## config.mk

```make
export PLATFORM = sky130hd
export DESIGN_NAME = square_cover_check_core
export DESIGN_NICKNAME = d
export VERILOG_FILES = /design/src/rtl/core/sqc_pkg.sv /design/src/rtl/core/square_cover_check_core.sv /design/src/rtl/core/sqc_ram.sv /design/src/rtl/core/sqc_eval.sv /design/src/rtl/core/sqc_out.sv
export SDC_FILE = /design/constraint.sdc
export NUM_CORES = 1
export LEC_CHECK = 0
export ABC_AREA = 1
export BUFFER_PORTS_ARGS = -buffer_cell sky130_fd_sc_hd__buf_2
export CAP_MARGIN = 5
export CELL_PAD_IN_SITES_DETAIL_PLACEMENT = 0
export CELL_PAD_IN_SITES_GLOBAL_PLACEMENT = 1
export CORE_MARGIN = 4
export CORE_UTILIZATION = 49
export CTS_CLUSTER_SIZE = 40
export DETAILED_ROUTE_END_ITERATION = 8
export MAX_ROUTING_LAYER = met4
export PLACE_DENSITY = 0.83
export SETUP_SLACK_MARGIN = 0.1
export SLEW_MARGIN = 20
export SYNTH_ARGS = -nofsm -noshare
export SYNTH_HDL_FRONTEND = slang
export SYNTH_SLANG_ARGS = --single-unit
```

## constraint.sdc

```tcl
create_clock -name clk -period 3.4 [get_ports clk]
set_input_delay 0.68 -clock clk [delete_from_list [all_inputs] [get_ports clk]]
set_output_delay 0.68 -clock clk [all_outputs]
set_load 0.005 [all_outputs]
```

## src/rtl/core/sqc_pkg.sv

```systemverilog
package sqc_pkg;

	localparam int MAX_COLS_DEF = 64;
	localparam int MAX_ROWS_DEF = 64;

	localparam int CFG_W     = 7;
	localparam int IDX_W     = 2;
	localparam int POS_OUT_W = 7;
	localparam int COUNT_W   = 12;
	// wide enough for any size limit up to 1024
	localparam int CMP_W     = 11;

	localparam logic [IDX_W-1:0] REG_IMAGE_ROWS = IDX_W'(0);
	localparam logic [IDX_W-1:0] REG_IMAGE_COLS = IDX_W'(1);

	localparam logic [COUNT_W-1:0] COUNT_MAX = '1;

	localparam logic KIND_ANCHOR  = 1'b0;
	localparam logic KIND_VERDICT = 1'b1;

	// position flags of one pixel, worked out when it is taken in
	typedef struct packed {
		logic                 first;
		logic                 row_ge1;
		logic                 row_ge2;
		logic                 col_ge1;
		logic                 end_col;
		logic                 last_row;
		logic [POS_OUT_W-1:0] row_out;
		logic [POS_OUT_W-1:0] col_out;
	} item_info_t;

	// records produced by one pixel
	typedef struct packed {
		logic                 anchor_v;
		logic                 verdict_v;
		logic [POS_OUT_W-1:0] row;
		logic [POS_OUT_W-1:0] col;
		logic [COUNT_W-1:0]   count;
		logic                 ok;
	} result_t;

	// clamped size minus one
	function automatic logic [CMP_W-1:0] size_last(input logic [CFG_W-1:0] v,
			input logic [CMP_W-1:0] hi);
		logic [CMP_W-1:0] w;
		w = CMP_W'(v);
		if (w < CMP_W'(2)) begin
			w = CMP_W'(2);
		end else if (w > hi) begin
			w = hi;
		end
		return w - CMP_W'(1);
	endfunction

endpackage

```

## src/rtl/core/square_cover_check_core.sv

```systemverilog
// A pixel transaction is registered in the read stage, then its records in the output register.
// Throughput: one pixel per clock while the output has room, held by one read and one write per
// pixel on each line buffer; a frame's last pixel completing an anchor gives two records.
// Reset: control and counters clear, both size registers return to 2; the line buffers keep
// their contents, which the first two rows of each frame never use.
module square_cover_check_core import sqc_pkg::*; #(
	parameter int MAX_COLS = MAX_COLS_DEF,
	parameter int MAX_ROWS = MAX_ROWS_DEF
) (
	input  logic                 clk,
	input  logic                 arst_n,
	input  logic                 pixel_valid,
	output logic                 pixel_stall,
	input  logic                 pixel,
	output logic                 result_valid,
	input  logic                 result_stall,
	output logic                 record_kind,
	output logic [POS_OUT_W-1:0] anchor_row,
	output logic [POS_OUT_W-1:0] anchor_col,
	output logic [COUNT_W-1:0]   anchor_count,
	output logic                 image_ok,
	output logic                 last,
	input  logic                 cfg_valid,
	output logic                 cfg_ready,
	input  logic [IDX_W-1:0]     cfg_index,
	input  logic [CFG_W-1:0]     cfg_data
);

	localparam int CW = $clog2(MAX_COLS);
	localparam int RW = $clog2(MAX_ROWS);

	logic [CFG_W-1:0] rows_q;
	logic [CFG_W-1:0] cols_q;
	logic [RW-1:0]    r_q;
	logic [CW-1:0]    c_q;

	logic             valid_s1;
	item_info_t       info_s1;
	logic             pixel_s1;
	logic [CW-1:0]    anc_addr_s1;

	logic [CMP_W-1:0] rows_last;
	logic [CMP_W-1:0] cols_last;
	logic             end_col;
	logic             last_row;
	logic             accept;
	logic             adv;
	logic             out_free;
	logic             cfg_wr;
	item_info_t       info_in;

	logic             rd_pix;
	logic             rd_anc;
	logic             anc_we;
	logic             anc_bit;
	result_t          res;

	assign cfg_ready = 1'b1;
	assign cfg_wr    = cfg_valid & cfg_ready;

	assign rows_last = size_last(rows_q, CMP_W'(MAX_ROWS));
	assign cols_last = size_last(cols_q, CMP_W'(MAX_COLS));
	assign end_col   = CMP_W'(c_q) == cols_last;
	assign last_row  = CMP_W'(r_q) == rows_last;

	assign adv         = valid_s1 & out_free;
	assign pixel_stall = valid_s1 & ~out_free;
	assign accept      = pixel_valid & ~pixel_stall;

	always_comb begin
		info_in.first    = (r_q == '0) && (c_q == '0);
		info_in.row_ge1  = r_q != '0;
		info_in.row_ge2  = r_q > RW'(1);
		info_in.col_ge1  = c_q != '0;
		info_in.end_col  = end_col;
		info_in.last_row = last_row;
		info_in.row_out  = POS_OUT_W'(r_q);
		info_in.col_out  = POS_OUT_W'(c_q);
	end

	always_ff @(posedge clk or negedge arst_n) begin
		if (!arst_n) begin
			rows_q   <= CFG_W'(2);
			cols_q   <= CFG_W'(2);
			r_q      <= '0;
			c_q      <= '0;
			valid_s1 <= 1'b0;
		end else begin
			if (cfg_wr && (cfg_index == REG_IMAGE_ROWS || cfg_index == REG_IMAGE_COLS)) begin
				if (cfg_index == REG_IMAGE_ROWS) begin
					rows_q <= cfg_data;
				end else begin
					cols_q <= cfg_data;
				end
				r_q <= '0;
				c_q <= '0;
			end else if (accept) begin
				if (end_col) begin
					c_q <= '0;
					r_q <= last_row ? '0 : r_q + RW'(1);
				end else begin
					c_q <= c_q + CW'(1);
				end
			end
			if (accept) begin
				valid_s1 <= 1'b1;
			end else if (adv) begin
				valid_s1 <= 1'b0;
			end
		end
	end

	always_ff @(posedge clk) begin
		if (accept) begin
			info_s1     <= info_in;
			pixel_s1    <= pixel;
			anc_addr_s1 <= c_q - CW'(1);
		end
	end

	// row above: pixel of each column
	sqc_ram #(
		.WIDTH (1),
		.DEPTH (MAX_COLS)
	) u_pix_ram (
		.clk   (clk),
		.we    (accept),
		.waddr (c_q),
		.wdata (pixel),
		.re    (accept),
		.raddr (c_q),
		.rdata (rd_pix)
	);

	// anchors whose top row is two rows up, by left column
	sqc_ram #(
		.WIDTH (1),
		.DEPTH (MAX_COLS)
	) u_anc_ram (
		.clk   (clk),
		.we    (anc_we),
		.waddr (anc_addr_s1),
		.wdata (anc_bit),
		.re    (accept),
		.raddr (c_q - CW'(1)),
		.rdata (rd_anc)
	);

	sqc_eval u_eval (
		.clk     (clk),
		.arst_n  (arst_n),
		.adv     (adv),
		.info    (info_s1),
		.pixel   (pixel_s1),
		.rd_pix  (rd_pix),
		.rd_anc  (rd_anc),
		.res     (res),
		.anc_we  (anc_we),
		.anc_bit (anc_bit)
	);

	sqc_out u_out (
		.clk          (clk),
		.arst_n       (arst_n),
		.load         (adv),
		.res          (res),
		.result_stall (result_stall),
		.result_valid (result_valid),
		.free         (out_free),
		.record_kind  (record_kind),
		.anchor_row   (anchor_row),
		.anchor_col   (anchor_col),
		.anchor_count (anchor_count),
		.image_ok     (image_ok),
		.last         (last)
	);

	// anchor write-back never lands on the entry being read for the next pixel
	a_anc_no_clash: assert property (@(posedge clk) disable iff (!arst_n)
		(anc_we && accept) |-> (anc_addr_s1 != c_q - CW'(1)))
		else $error("anchor buffer write and read hit the same entry");

	// input is held back only by records still waiting at the output
	a_stall_cause: assert property (@(posedge clk) disable iff (!arst_n)
		pixel_stall |-> result_valid)
		else $error("pixel stalled with nothing pending at the output");

	// a record only shows up after a pixel left the read stage
	a_result_source: assert property (@(posedge clk) disable iff (!arst_n)
		$rose(result_valid) |-> $past(valid_s1))
		else $error("record appeared without a pixel in the read stage");

endmodule

```

## src/rtl/core/sqc_ram.sv

```systemverilog
module sqc_ram #(
	parameter int WIDTH = 1,
	parameter int DEPTH = 64,
	parameter int AW    = $clog2(DEPTH)
) (
	input  logic             clk,
	input  logic             we,
	input  logic [AW-1:0]    waddr,
	input  logic [WIDTH-1:0] wdata,
	input  logic             re,
	input  logic [AW-1:0]    raddr,
	output logic [WIDTH-1:0] rdata
);

	logic [WIDTH-1:0] mem [DEPTH];

	// read returns the old word on a same-address write
	always_ff @(posedge clk) begin
		if (we) begin
			mem[waddr] <= wdata;
		end
		if (re) begin
			rdata <= mem[raddr];
		end
	end

endmodule

```

## src/rtl/core/sqc_eval.sv

```systemverilog
module sqc_eval import sqc_pkg::*; (
	input  logic       clk,
	input  logic       arst_n,
	input  logic       adv,
	input  item_info_t info,
	input  logic       pixel,
	input  logic       rd_pix,
	input  logic       rd_anc,
	output result_t    res,
	output logic       anc_we,
	output logic       anc_bit
);

	logic               pix_m1_q;
	logic               pa_m1_q;
	logic               ca_m1_q;
	logic               left_q;
	logic [COUNT_W-1:0] count_q;
	logic               unc_q;

	logic               act;
	logic               pa1;
	logic               a;
	logic               unc_hit;
	logic [COUNT_W-1:0] cnt_base;
	logic [COUNT_W-1:0] cnt_new;
	logic               unc_new;

	always_comb begin
		act = info.row_ge1 & info.col_ge1;
		// anchors of the row above are blank while on row one
		pa1 = info.row_ge2 & info.col_ge1 & rd_anc;
		a   = act & pix_m1_q & rd_pix & left_q & pixel;

		// pixel above-left, pixel above in last column, then the last row itself
		unc_hit = act & (
			(pix_m1_q & ~(pa_m1_q | pa1 | ca_m1_q | a)) |
			(info.end_col & rd_pix & ~(pa1 | a)) |
			(info.last_row & ((left_q & ~(ca_m1_q | a)) |
				(info.end_col & pixel & ~a))));

		cnt_base = info.first ? '0 : count_q;
		cnt_new  = (a && cnt_base != COUNT_MAX) ? cnt_base + COUNT_W'(1) : cnt_base;
		unc_new  = (info.first ? 1'b0 : unc_q) | unc_hit;

		res.anchor_v  = a;
		res.verdict_v = info.end_col & info.last_row;
		res.row       = info.row_out;
		res.col       = info.col_out;
		res.count     = cnt_new;
		res.ok        = ~unc_new;

		anc_we  = adv & act;
		anc_bit = a;
	end

	always_ff @(posedge clk or negedge arst_n) begin
		if (!arst_n) begin
			count_q <= '0;
			unc_q   <= 1'b0;
		end else if (adv) begin
			count_q <= cnt_new;
			unc_q   <= unc_new;
		end
	end

	always_ff @(posedge clk) begin
		if (adv) begin
			pix_m1_q <= rd_pix;
			pa_m1_q  <= pa1;
			ca_m1_q  <= a;
			left_q   <= pixel;
		end
	end

endmodule

```

## src/rtl/core/sqc_out.sv

```systemverilog
module sqc_out import sqc_pkg::*; (
	input  logic                 clk,
	input  logic                 arst_n,
	input  logic                 load,
	input  result_t              res,
	input  logic                 result_stall,
	output logic                 result_valid,
	output logic                 free,
	output logic                 record_kind,
	output logic [POS_OUT_W-1:0] anchor_row,
	output logic [POS_OUT_W-1:0] anchor_col,
	output logic [COUNT_W-1:0]   anchor_count,
	output logic                 image_ok,
	output logic                 last
);

	logic                 anc_v_q;
	logic                 ver_v_q;
	logic [POS_OUT_W-1:0] row_q;
	logic [POS_OUT_W-1:0] col_q;
	logic [COUNT_W-1:0]   count_q;
	logic                 ok_q;
	logic                 acc;

	assign result_valid = anc_v_q | ver_v_q;
	assign acc          = result_valid & ~result_stall;
	// room for new records once none wait or the last is taken
	assign free         = ~result_valid | (acc & ~(anc_v_q & ver_v_q));

	// anchor goes out ahead of the verdict
	assign record_kind  = anc_v_q ? KIND_ANCHOR : KIND_VERDICT;
	assign anchor_row   = anc_v_q ? row_q : '0;
	assign anchor_col   = anc_v_q ? col_q : '0;
	assign anchor_count = anc_v_q ? '0 : count_q;
	assign image_ok     = anc_v_q ? 1'b0 : ok_q;
	assign last         = ~anc_v_q & ver_v_q;

	always_ff @(posedge clk or negedge arst_n) begin
		if (!arst_n) begin
			anc_v_q <= 1'b0;
			ver_v_q <= 1'b0;
		end else if (load) begin
			anc_v_q <= res.anchor_v;
			ver_v_q <= res.verdict_v;
		end else if (acc) begin
			if (anc_v_q) begin
				anc_v_q <= 1'b0;
			end else begin
				ver_v_q <= 1'b0;
			end
		end
	end

	always_ff @(posedge clk) begin
		if (load) begin
			row_q   <= res.row;
			col_q   <= res.col;
			count_q <= res.count;
			ok_q    <= res.ok;
		end
	end

endmodule

```

==> flow_summary.ini <==
[synthesis]
synth.avg_cell_area_um2 = 9.85
yosysUniqueCellTypes = 49
synthFlopType = edfxtp_1
ys_ff_latch = 226
yosysSeqAreaShare_pct = 61.9
ys_warn_count = 0
synthCells = 1079
synth_edf_count = 184
synth_area_um2 = 10600
synthArstFlopShare_pct = 18.6

[floorplan]
initial_core_util_pct = 50.3
pin_count = 47
num_rows = 53
core_um2 = 21200
die-area_um2 = 24100
dieHeight_um = 155
die_x_um = 155

[sta]
relSlewSlack_pct = 34.9
fin_crit_ns = 2.72
final_max_slew_viol_count = 0
hold_slack_ns = 0.274
rsz0062_at_grt = false
worstMarginPinSlew_ns = 0.976
fmax_mhz = 367
finalHoldViolations = 0
final-setup-viol-count = 0
finClkSkew_ns = 0.0147
tns_ns = 0
fin_crit_sh_pct = 80.1

[clock_tree]
cts_buffers = 24
clockRootBuffer = clkbuf_16
tritoncts = yes
clock_sinks = 226
cts_repair_resize_count = 0
cts_hold_buf = 0
htree_levels = 1
cts.path.max_buffers = 3
cts_setup_buffers = 0
clk_latency_ns = 0.51
clk_pin_slew_ns = 0.06

[drt]
drc_errors = 0
wl_per_cell_um = 16.4
viasPerCell = 5.35
vias = 7604
ant_nets = 0
first_iter_violations = 738
dr.pass1.iters = 5
route.final.wire_length_mm = 23.3

[critical_path]
cp.required_ns = 3.66
critPathLaunchType = register
criticalPathCategory = reg2reg
max_stage_delay_ns = 0.60
path_cells = nor2_1, nand2_1, xor2_1, inv_1, o211ai_1, nand3_1, nand3_1, nand2_1
cp_data_arrival_time_ns = 2.99
slowest_stage = nor2_1
cp_max_fo = 12
end_kind = register

[global_route]
first_global_vias = 7268
antenna_found_initial = 0
grt-ovfl-total = 0
grt_pass1_wl_mm = 38.0
track_usage_pct = 20.0
grt_max_degree = 68

[placed_design]
io_buffers = 43
gp_congestion = 0.921
dpl.hpwl_mm = 15.4

[layout]
layout.nets = 1152
drive_above_1_share_pct = 11.1
diodes = 0
syn_to_final_growth_pct = 11.4
n_fill_cell = 1871

[run_status]
run_status = finished clean

[pwr]
power.density_nw_per_um2 = 636
p_leak_nw = 4.74
vdd_drop_max_uv = 379

[run]
maxCapViolCount = 0

[worst_hold_path]
hold_path.class = in2async
[synthesized netlist by cell type, types with 9 or more instances]
| library cell | number | share of area [%] |
|---|---|---|
| clkbuf_1 | 12 | 0.42 |
| dfrtp_1 | 40 | 9.4 |
| edfxtp_1 | 184 | 52 |
| inv_1 | 95 | 3.4 |
| inv_2 | 12 | 0.42 |
| nand2_1 | 212 | 7.5 |
| nand2_2 | 9 | 0.53 |
| nand3_1 | 63 | 3.0 |
| nand4_1 | 12 | 0.71 |
| nor2_1 | 228 | 8.1 |
| o21ai_0 | 64 | 3.0 |
| xnor2_1 | 11 | 0.91 |
| xor2_1 | 16 | 1.3 |
[logic make-up (layout without fill, tap and decap cells)]
logic type | count (synthesis) | after routing | synth area share (%)
fa+ha+maj | 8 | 8 | 0.942
xor+xnor | 28 | 28 | 2.38
compound gates | 118 | 118 | 6.97
flops | 226 | 226 | 61.9
simple gates | 555 | 555 | 22.4
other cells | 2 | 3 | 0.0706
buf+inv | 142 | 207 | 5.39
[metal layers]
layer / global-route usage [%] / part of all wire [%] / up-vias / wire [um]
met5: - / 0 / - / 0
met3: 2.95 / 6.0 / 37 / 1390
met2: 31.7 / 47 / 217 / 10900
met1: 27.6 / 45 / 3628 / 10500
li1: - / - / 3722 / -
met4: 4.63 / 2.1 / 0 / 481
[flip-flops by register name, indices dropped and copies added (netlist names), 6 cells and up]
register	count
anc_addr_s1	6
c_q	6
cols_q	7
info_s1	18
r_q	6
rows_q	7
u_anc_ram.mem	64
u_eval.count_q	12
u_out.col_q	6
u_out.count_q	12
u_out.row_q	6
u_pix_ram.mem	64
[worst paths after layout]
path	cells after the start	end	slack (ns)	start
setup reg to reg	8	u_anc_ram.rdata	0.68	c_q[2]
min in group clk	0	u_out.row_q[2]	0.42	info_s1[9]
hold reg to reg	0	u_out.row_q[2]	0.42	info_s1[9]
max in group asynchronous	2	u_eval.count_q[9]	2.49	arst_n
setup / recovery	8	u_anc_ram.rdata	0.68	c_q[2]
hold / removal	1	u_eval.count_q[1]	0.27	arst_n
[report_power, final]
part	switching, mW	internal (mW)
combinational	1.07	0.533
sequential	0.226	3.28
clock	1.02	1.40
total	2.32	5.21
[worst max-delay path: cells and delay by family, from the launching register on]
kind | cells | cell delay, ns
buffers and inverters | 1 | 0.23
AOI/OAI and AO/OA | 1 | 0.17
DFF | 1 | 0.54
xor gates and xnor gates | 1 | 0.47
and+or+nand+nor | 5 | 1.07
[metrics by stage]
step / setup WS, ns / cell area, um2 / utilization, % / std cells / power, mW
after floorplan: 0.672 / 10600 / - / 1080 / 4.68
after global placement: 0.629 / 11100 / 52.6 / 1378 / 5.13
after detailed placement: 0.673 / 11100 / 52.6 / 1378 / 5.16
after CTS: 0.672 / 11800 / 56.0 / 1420 / 7.58
after global routing: 0.440 / 11800 / 56.0 / 1420 / 7.96
final: 0.676 / 11800 / 56.0 / 1420 / 7.53
[layout make-up]
cell class	instances	area [um2]	share of cell area [%]
clock inverters	13	80.1	0.676
clock buffers	29	641	5.41
repair buffers	52	283	2.39
flip-flops and latches	226	6580	55.6
well taps	275	344	2.91
multi-input cells	712	3490	29.5
inverters	113	424	3.58
[cells in the final DEF (no fill, tap or decap), types with 9 or more instances in the layout]
cell,synthesis,final
inv_1,95,95
buf_4,4,9
clkbuf_16,0,25
inv_2,12,12
buf_2,8,43
nand2_2,9,9
dfrtp_1,40,40
nand3_1,63,63
o21ai_0,64,64
nand2_1,212,212
nand4_1,12,12
xnor2_1,11,11
nor2_1,228,227
xor2_1,16,16
edfxtp_1,184,184
clkinv_1,6,17
Power figures use the tool's default switching activity.
